## config.mk

```make
export PLATFORM = sky130hd
export DESIGN_NAME = tridiagonal_matrix_vector_product
export DESIGN_NICKNAME = d
export VERILOG_FILES = /design/src/design/tmvp_pkg.sv /design/src/design/tmvp_front.sv /design/src/design/tmvp_queue.sv /design/src/design/tmvp_back.sv /design/src/design/tridiagonal_matrix_vector_product.sv
export SDC_FILE = /design/constraint.sdc
export NUM_CORES = 2
export LEC_CHECK = 0
export ABC_AREA = 1
export BUFFER_PORTS_ARGS = -buffer_cell sky130_fd_sc_hd__buf_2
export CAP_MARGIN = 20
export CORE_MARGIN = 4
export CORE_UTILIZATION = 35
export CTS_CLUSTER_DIAMETER = 50
export DETAILED_ROUTE_END_ITERATION = 6
export HOLD_SLACK_MARGIN = 0.08
export PLACE_DENSITY = 0.61
export SETUP_SLACK_MARGIN = 0.2
export SLEW_MARGIN = 20
export SYNTH_ARGS = -nofsm -noshare
export SYNTH_HDL_FRONTEND = slang
export SYNTH_SLANG_ARGS = --single-unit
```

## constraint.sdc

```tcl
create_clock -name clk -period 11.4 [get_ports clk]
set_input_delay 1.14 -clock clk [delete_from_list [all_inputs] [get_ports clk]]
set_output_delay 1.14 -clock clk [all_outputs]
set_load 0.02 [all_outputs]
```

## src/design/tmvp_pkg.sv

```systemverilog
// ----------------------------------------------------------------------------
// tmvp_pkg
// Shared types and constants of the tridiagonal matrix-vector product block:
// the job that the front end hands to the arithmetic back end, and the size
// of the queue that separates them.
// ----------------------------------------------------------------------------
package tmvp_pkg;

  localparam int COEF_W   = 16;
  localparam int PROD_W   = 2 * COEF_W;
  localparam int SUM_W    = PROD_W + 1;
  localparam int ROWIDX_W = 10;

  // Job queue between front and back
  localparam int QDEPTH = 4;
  localparam int QPTR_W = $clog2(QDEPTH);
  localparam int QCNT_W = $clog2(QDEPTH + 1);

  // One accepted item, already classified. Terms that are dropped carry a
  // zero coefficient, so the back end simply adds every product.
  typedef struct packed {
    logic                     has_a;   // result of the held row
    logic                     has_b;   // result of the final row
    logic signed [COEF_W-1:0] a_coef_lo;
    logic signed [COEF_W-1:0] a_coef_dg;
    logic signed [COEF_W-1:0] a_coef_up;
    logic signed [COEF_W-1:0] a_x_lo;
    logic signed [COEF_W-1:0] a_x_dg;
    logic signed [COEF_W-1:0] a_x_up;
    logic signed [COEF_W-1:0] b_coef_lo;
    logic signed [COEF_W-1:0] b_coef_dg;
    logic signed [COEF_W-1:0] b_x_lo;
    logic signed [COEF_W-1:0] b_x_dg;
    logic [ROWIDX_W-1:0]      row_a;
    logic [ROWIDX_W-1:0]      row_b;
  } tmvp_job_t;

endpackage

```

## src/design/tmvp_front.sv

```systemverilog
// ----------------------------------------------------------------------------
// tmvp_front
// Accepts vector rows, keeps the held row and the two previous vector
// elements, and turns each beat into a job for the back end (or into
// nothing when the beat only starts a vector).
// ----------------------------------------------------------------------------
module tmvp_front #(
  parameter int MAX_ROWS = 1024
) (
  input  logic                       clk,
  input  logic                       rst,
  input  logic                       item_valid,
  output logic                       item_stall,
  input  logic signed [15:0]         x_value,
  input  logic signed [15:0]         coef_lower,
  input  logic signed [15:0]         coef_diag,
  input  logic signed [15:0]         coef_upper,
  input  logic                       is_last,
  output logic                       push,
  output tmvp_pkg::tmvp_job_t        push_job,
  input  logic                       queue_full
);
  import tmvp_pkg::*;

  localparam int RW = (MAX_ROWS > 1) ? $clog2(MAX_ROWS) : 1;

  logic signed [COEF_W-1:0] held_lower;
  logic signed [COEF_W-1:0] held_diag;
  logic signed [COEF_W-1:0] held_upper;
  logic signed [COEF_W-1:0] x_previous;
  logic signed [COEF_W-1:0] x_before_previous;
  logic                     row_pending;
  logic [RW-1:0]            row_counter;

  logic                     accept;
  logic [RW-1:0]            next_row;
  logic [RW+ROWIDX_W-1:0]   row_a_wide;
  logic [RW+ROWIDX_W-1:0]   row_b_wide;

  assign item_stall = queue_full;
  assign accept     = item_valid && !queue_full;

  // Number of the row after the held one, wrapping at the row limit
  always_comb begin
    if (!row_pending) begin
      next_row = '0;
    end else if (row_counter == RW'(MAX_ROWS - 1)) begin
      next_row = '0;
    end else begin
      next_row = row_counter + 1'b1;
    end
  end

  assign row_a_wide = {{ROWIDX_W{1'b0}}, row_counter};
  assign row_b_wide = {{ROWIDX_W{1'b0}}, next_row};

  // Build the job; a row numbered zero drops its lower term
  always_comb begin
    push_job.has_a     = row_pending;
    push_job.has_b     = is_last;
    push_job.a_coef_lo = (row_counter != '0) ? held_lower : '0;
    push_job.a_coef_dg = held_diag;
    push_job.a_coef_up = held_upper;
    push_job.a_x_lo    = x_before_previous;
    push_job.a_x_dg    = x_previous;
    push_job.a_x_up    = x_value;
    push_job.b_coef_lo = (next_row != '0) ? coef_lower : '0;
    push_job.b_coef_dg = coef_diag;
    push_job.b_x_lo    = x_previous;
    push_job.b_x_dg    = x_value;
    push_job.row_a     = row_a_wide[ROWIDX_W-1:0];
    push_job.row_b     = row_b_wide[ROWIDX_W-1:0];
  end

  // Only beats that yield a result go to the queue
  assign push = accept && (row_pending || is_last);

  // Advance the held row, or clear everything at the end of a vector
  always_ff @(posedge clk) begin
    if (rst) begin
      held_lower        <= '0;
      held_diag         <= '0;
      held_upper        <= '0;
      x_previous        <= '0;
      x_before_previous <= '0;
      row_pending       <= 1'b0;
      row_counter       <= '0;
    end else if (accept) begin
      if (is_last) begin
        held_lower        <= '0;
        held_diag         <= '0;
        held_upper        <= '0;
        x_previous        <= '0;
        x_before_previous <= '0;
        row_pending       <= 1'b0;
        row_counter       <= '0;
      end else begin
        held_lower        <= coef_lower;
        held_diag         <= coef_diag;
        held_upper        <= coef_upper;
        x_previous        <= x_value;
        x_before_previous <= row_pending ? x_previous : '0;
        row_pending       <= 1'b1;
        row_counter       <= next_row;
      end
    end
  end

endmodule

```

## src/design/tmvp_queue.sv

```systemverilog
// ----------------------------------------------------------------------------
// tmvp_queue
// Short first-in first-out queue of jobs between the front and back ends,
// so that each side can stall on its own.
// ----------------------------------------------------------------------------
module tmvp_queue (
  input  logic                clk,
  input  logic                rst,
  input  logic                push,
  input  tmvp_pkg::tmvp_job_t push_job,
  output logic                full,
  output logic                head_valid,
  output tmvp_pkg::tmvp_job_t head_job,
  input  logic                pop
);
  import tmvp_pkg::*;

  tmvp_job_t         entries [QDEPTH];
  logic [QPTR_W-1:0] wr_ptr;
  logic [QPTR_W-1:0] rd_ptr;
  logic [QCNT_W-1:0] count;
  logic              do_push;
  logic              do_pop;

  assign full       = (count == QCNT_W'(QDEPTH));
  assign head_valid = (count != '0);
  assign head_job   = entries[rd_ptr];
  assign do_push    = push && !full;
  assign do_pop     = pop && head_valid;

  // Store the pushed job
  always_ff @(posedge clk) begin
    if (do_push) begin
      entries[wr_ptr] <= push_job;
    end
  end

  // Advance pointers and occupancy
  always_ff @(posedge clk) begin
    if (rst) begin
      wr_ptr <= '0;
      rd_ptr <= '0;
      count  <= '0;
    end else begin
      if (do_push) begin
        wr_ptr <= wr_ptr + 1'b1;
      end
      if (do_pop) begin
        rd_ptr <= rd_ptr + 1'b1;
      end
      if (do_push && !do_pop) begin
        count <= count + 1'b1;
      end else if (do_pop && !do_push) begin
        count <= count - 1'b1;
      end
    end
  end

endmodule

```

## src/design/tmvp_back.sv

```systemverilog
// ----------------------------------------------------------------------------
// tmvp_back
// Arithmetic back end: multiplies the terms of a job into a product
// register, then adds them into the result register, one result a beat while result_stall is low.
// ----------------------------------------------------------------------------
module tmvp_back (
  input  logic                                 clk,
  input  logic                                 rst,
  input  logic                                 head_valid,
  input  tmvp_pkg::tmvp_job_t                  head_job,
  output logic                                 pop,
  output logic                                 result_valid,
  input  logic                                 result_stall,
  output logic signed [tmvp_pkg::SUM_W-1:0]    product_value,
  output logic [tmvp_pkg::ROWIDX_W-1:0]        row_index,
  output logic                                 last_result
);
  import tmvp_pkg::*;

  logic                     s1_valid;
  logic                     s1_has_a;
  logic                     s1_has_b;
  logic signed [PROD_W-1:0] pa_lo;
  logic signed [PROD_W-1:0] pa_dg;
  logic signed [PROD_W-1:0] pa_up;
  logic signed [PROD_W-1:0] pb_lo;
  logic signed [PROD_W-1:0] pb_dg;
  logic [ROWIDX_W-1:0]      s1_row_a;
  logic [ROWIDX_W-1:0]      s1_row_b;

  logic                     out_ready;
  logic                     s1_done;
  logic                     s1_load;
  logic signed [SUM_W-1:0]  sum_a;
  logic signed [SUM_W-1:0]  sum_b;

  assign out_ready = !result_valid || !result_stall;
  // The product register empties once its last pending result leaves
  assign s1_done   = s1_valid && out_ready && !(s1_has_a && s1_has_b);
  assign s1_load   = !s1_valid || s1_done;
  assign pop       = s1_load && head_valid;

  // Sign-extend the products and add them
  assign sum_a = $signed({pa_lo[PROD_W-1], pa_lo}) + $signed({pa_dg[PROD_W-1], pa_dg})
               + $signed({pa_up[PROD_W-1], pa_up});
  assign sum_b = $signed({pb_lo[PROD_W-1], pb_lo}) + $signed({pb_dg[PROD_W-1], pb_dg});

  // Product stage control
  always_ff @(posedge clk) begin
    if (rst) begin
      s1_valid <= 1'b0;
      s1_has_a <= 1'b0;
      s1_has_b <= 1'b0;
    end else if (s1_load) begin
      s1_valid <= head_valid;
      s1_has_a <= head_job.has_a;
      s1_has_b <= head_job.has_b;
    end else if (s1_valid && out_ready && s1_has_a) begin
      s1_has_a <= 1'b0;
    end
  end

  // Product stage payload
  always_ff @(posedge clk) begin
    if (pop) begin
      pa_lo    <= PROD_W'($signed(head_job.a_coef_lo) * $signed(head_job.a_x_lo));
      pa_dg    <= PROD_W'($signed(head_job.a_coef_dg) * $signed(head_job.a_x_dg));
      pa_up    <= PROD_W'($signed(head_job.a_coef_up) * $signed(head_job.a_x_up));
      pb_lo    <= PROD_W'($signed(head_job.b_coef_lo) * $signed(head_job.b_x_lo));
      pb_dg    <= PROD_W'($signed(head_job.b_coef_dg) * $signed(head_job.b_x_dg));
      s1_row_a <= head_job.row_a;
      s1_row_b <= head_job.row_b;
    end
  end

  // Result register control
  always_ff @(posedge clk) begin
    if (rst) begin
      result_valid <= 1'b0;
    end else if (out_ready) begin
      result_valid <= s1_valid;
    end
  end

  // Result register payload: held row first, final row after it
  always_ff @(posedge clk) begin
    if (out_ready && s1_valid) begin
      if (s1_has_a) begin
        product_value <= sum_a;
        row_index     <= s1_row_a;
        last_result   <= 1'b0;
      end else begin
        product_value <= sum_b;
        row_index     <= s1_row_b;
        last_result   <= 1'b1;
      end
    end
  end

endmodule

```

## src/design/tridiagonal_matrix_vector_product.sv

```systemverilog
// ----------------------------------------------------------------------------
// tridiagonal_matrix_vector_product
// Streaming product of a tridiagonal matrix and a vector, one row a beat.
//
//   channel  | handshake                  | payload
//   ---------+----------------------------+-------------------------------------
//   item     | item_valid / item_stall    | x_value, coef_lower, coef_diag,
//            |                            | coef_upper, is_last
//   result   | result_valid / result_stall| product_value, row_index, last_result
//
// One item is taken every cycle while item_stall is low; a final item that
// also closes a held row yields two results, which leave one after the
// other through the one result register. Each result passes the job queue,
// the product register and the result register; of a pair, the held row's leaves first.
// Reset clears the held row, the four-entry job queue and both back stages.
// item_stall rises only when the job queue is full, which happens only when
// the result side stalls.
// ----------------------------------------------------------------------------
module tridiagonal_matrix_vector_product #(
  parameter int MAX_ROWS = 1024
) (
  input  logic                               clk,
  input  logic                               rst,
  input  logic                               item_valid,
  output logic                               item_stall,
  input  logic signed [15:0]                 x_value,
  input  logic signed [15:0]                 coef_lower,
  input  logic signed [15:0]                 coef_diag,
  input  logic signed [15:0]                 coef_upper,
  input  logic                               is_last,
  output logic                               result_valid,
  input  logic                               result_stall,
  output logic signed [tmvp_pkg::SUM_W-1:0]  product_value,
  output logic [tmvp_pkg::ROWIDX_W-1:0]      row_index,
  output logic                               last_result
);
  import tmvp_pkg::*;

  logic      push;
  tmvp_job_t push_job;
  logic      queue_full;
  logic      head_valid;
  tmvp_job_t head_job;
  logic      pop;

  // Classify rows and build jobs
  tmvp_front #(
    .MAX_ROWS (MAX_ROWS)
  ) u_front (
    .clk        (clk),
    .rst        (rst),
    .item_valid (item_valid),
    .item_stall (item_stall),
    .x_value    (x_value),
    .coef_lower (coef_lower),
    .coef_diag  (coef_diag),
    .coef_upper (coef_upper),
    .is_last    (is_last),
    .push       (push),
    .push_job   (push_job),
    .queue_full (queue_full)
  );

  // Decouple front and back
  tmvp_queue u_queue (
    .clk        (clk),
    .rst        (rst),
    .push       (push),
    .push_job   (push_job),
    .full       (queue_full),
    .head_valid (head_valid),
    .head_job   (head_job),
    .pop        (pop)
  );

  // Multiply, add and deliver
  tmvp_back u_back (
    .clk           (clk),
    .rst           (rst),
    .head_valid    (head_valid),
    .head_job      (head_job),
    .pop           (pop),
    .result_valid  (result_valid),
    .result_stall  (result_stall),
    .product_value (product_value),
    .row_index     (row_index),
    .last_result   (last_result)
  );

endmodule

```

==> impl_metrics.csv <==
group,metric,value,unit
clock_network,cts_buffers,109,
timing,setup_viol,0,
synth,synth_top_cell_by_area,"fa_1",
synth,synth-adder-area-share,36.5,%
detailed_routing,dr.first_iter.drc_count,6158,
layout,syn_to_final_growth,9.14,%
run_status,status,"complete, no violations",
synth,synthTopCellsByCount,"2,208 x nand2_1, 1,952 x inv_1, 1,345 x fa_1, 1,067 x nor2_1, 824 x edfxtp_1",
detailed_routing,avgRoutedWirePerCell,21.3,um
timing,final.min_clock_period,8730,ps
clock_network,cts_sinks,928,
synth,synth_seq_cells,928,
global_routing,grt_pass1_vias,68600,
detailed_routing,drt-total-wl,282,mm
critical_path,cp-end-kind,"flip-flop",
clock_network,tritoncts,"done",
synth,synth_top_family_by_area,"adder cells",
critical_path,cp.arrival,9260,ps
clock_network,clk_pin_slew_worst_paths,60,ps
hold_path,hp-class,"flip-flop to flip-flop",
timing,period_share,76.5,%
detailed_routing,via_count,66400,
detailed_routing,ant_nets,0,
detailed_routing,firstDrtPassIters,6,
placement,routabilityCongestion,0.951,
clock_network,postCtsResizedCells,0,
floorplan,fp.coreArea,0.257,sq mm
synth,synth_area_per_cell,9.31,sq um
synth,ys_warn_count,0,
detailed_routing,drc,0,
synth,synth.most_common_cell,"nand2_1",
global_routing,gr-usage-all-layers,21.2,%
timing,finalHoldViolations,0,
synth,synth_ff_type,"edfxtp_1",
synth,async_flop_share,0,%
floorplan,initial_core_util,35.2,%
synth,yosysSeqAreaShare,29.7,%
global_routing,grt_max_degree,177,
layout,final.fill_count,25600,
timing,max_freq,0.115,GHz
floorplan,die_area,0.266,sq mm
global_routing,antenna_found_initial,23,
clock_network,clk_path_buf_depth,3,
synth,yosys.area.top_type_share,29.8,%
timing,worstMarginPinSlew,1230,ps
synth,syn_area,0.0903,sq mm
critical_path,critPathKind,"flip-flop to flip-flop",
synth,synthMuxAreaShare,0,%
timing,fin_skew,86.2,ps
timing,rsz0062_at_grt,"no",
timing,fin_tns_setup,0,ps
synth,synth-simple-area-share,16.1,%
clock_network,root_buffer,"clkbuf_16",
floorplan,core.rowCount,186,
floorplan,ios,115,
detailed_routing,vias_per_cell,5.01,
synth,synth_edf_count,824,
synth,synth_compound_area_share,6.28,%
critical_path,crit_path_start_kind,"flip-flop",
floorplan,die_width,516,um
clock_network,insertion_delay,800,ps
critical_path,path_max_fanout,176,
clock_network,cts-hold-fix-buffers,0,
clock_network,htreeDepth,3,
layout,drive_gt1_share,5.89,%
placement,portBuffers,114,
critical_path,ff2ff_setup_slack,2670,ps
synth,synth_cell_types,46,
floorplan,die_h,516,um
synth,synthesis.nets,11600,
timing,slew_viol_final,0,
layout,layout.nets,11600,
synth,syn_inst,9699,
global_routing,grt_overflow_total,0,
global_routing,grt_pass1_wl,429,mm
synth,synth_area_leaders,"fa_1 30%, edfxtp_1 27%, nand2_1 9.2%",
clock_network,post_cts_buffers,0,
job,cap_viol_max_count,0,
placement,hpwlAfterDp,224,mm
timing,maxSlewHeadroom,17.9,%
synth,synth-xor-area-share,1.47,%
critical_path,required,11940,ps
logic make-up (layout without fill, tap and decap cells):
group	count (synthesis)	count (layout)
simple gates	3692	3692
other cells	0	19
buf+inv	2299	2451
flops	928	928
compound gates	803	803
fa+ha+maj	1825	1825
xor+xnor	152	152
worst max-delay path, stage by stage (launching register included):
cell,delay [ps]
dfxtp_4,670
buf_12,390
nand2_1,240
a32oi_4,860
inv_2,460
nor2_1,240
fa_1,580
fa_1,940
fa_1,540
fa_1,510
fa_1,490
inv_1,50
fa_1,470
inv_1,40
ha_1,400
nand2_1,150
nor2_1,150
inv_1,70
nor2_1,250
and2_1,180
nand2_1,60
inv_1,60
nor2_1,40
nand2_1,60
nand2_1,60
registers in the layout, summed over array words and instances, names as in the netlist, 3 cells and up, named ones only:
register                   count
u_front.held_lower            16
u_front.row_counter           10
u_back.pa_lo                  32
u_back.pa_dg                  32
u_queue.count                  3
u_back.pb_lo                  32
u_back.pa_up                  32
u_back.pb_dg                  32
u_back.s1_row_b               10
u_back.row_index              10
u_back.s1_row_a               10
u_front.held_diag             16
u_front.x_previous            16
u_back.product_value          33
u_front.x_before_previous     16
u_front.held_upper            16
u_queue.entries              600
per-layer routing:
layer	global-route usage, %	part of all wire (%)	wire [um]	vias to the layer above
met1	30.1	44	123000	33400
met5	0	0.054	152	-
met3	4.18	8.5	24000	386
met2	32.8	44	125000	2533
met4	6.63	3.3	9270	22
li1	-	-	-	30000
area by class of cell:
class	instances	area, sq um	share of cell area (%)
Clock inverter	68	906	0.919
Multi-Input combinational cell	6472	54600	55.4
Antenna cell	19	47.5	0.0482
Sequential cell	928	26800	27.2
Clock buffer	139	2950	2.99
Timing Repair Buffer	202	1300	1.32
Inverter	2042	7680	7.79
Tap cell	3384	4230	4.30
per-stage QoR:
stage | utilization, % | instance area, sq um | setup WS (ps) | hold WS [ps] | cells
after detailed placement | 36.9 | 94600 | 2730 | 458 | 13000
after global placement | 36.9 | 94600 | 2780 | 456 | 13000
after CTS | 38.4 | 98500 | 2720 | 467 | 13200
final | 38.4 | 98500 | 2670 | 466 | 13300
after global routing | 38.4 | 98500 | 2260 | 483 | 13200
after floorplan | - | 90300 | 2970 | 445 | 9699
cells in the final DEF, fill, tap and decap left out, drive strengths merged, types with 104 or more instances in the layout:
master     n
a21oi    419
a32oi    125
buf      201
clkbuf   140
dfxtp    104
edfxtp   824
fa      1345
ha       480
inv     2052
nand2   2209
nand3    258
nor2    1070
o21ai    147
xor2     118
worst paths after layout:
path / start / end / cells past startpoint
hold reg to reg: u_front.held_lower[3]$_SDFFE_PP0P_ / u_front.held_lower[3]$_SDFFE_PP0P_ / 2
setup reg to reg: flip-flop / u_back.pb_dg[31]$_DFFE_PP_ / 24
setup / recovery: flip-flop / u_back.pb_dg[31]$_DFFE_PP_ / 24
hold / removal: u_front.held_lower[3]$_SDFFE_PP0P_ / u_front.held_lower[3]$_SDFFE_PP0P_ / 2
Power is left out: the tool's default activity adds up to more than one toggle a clock period on the data nets, which glitch-free logic cannot reach.
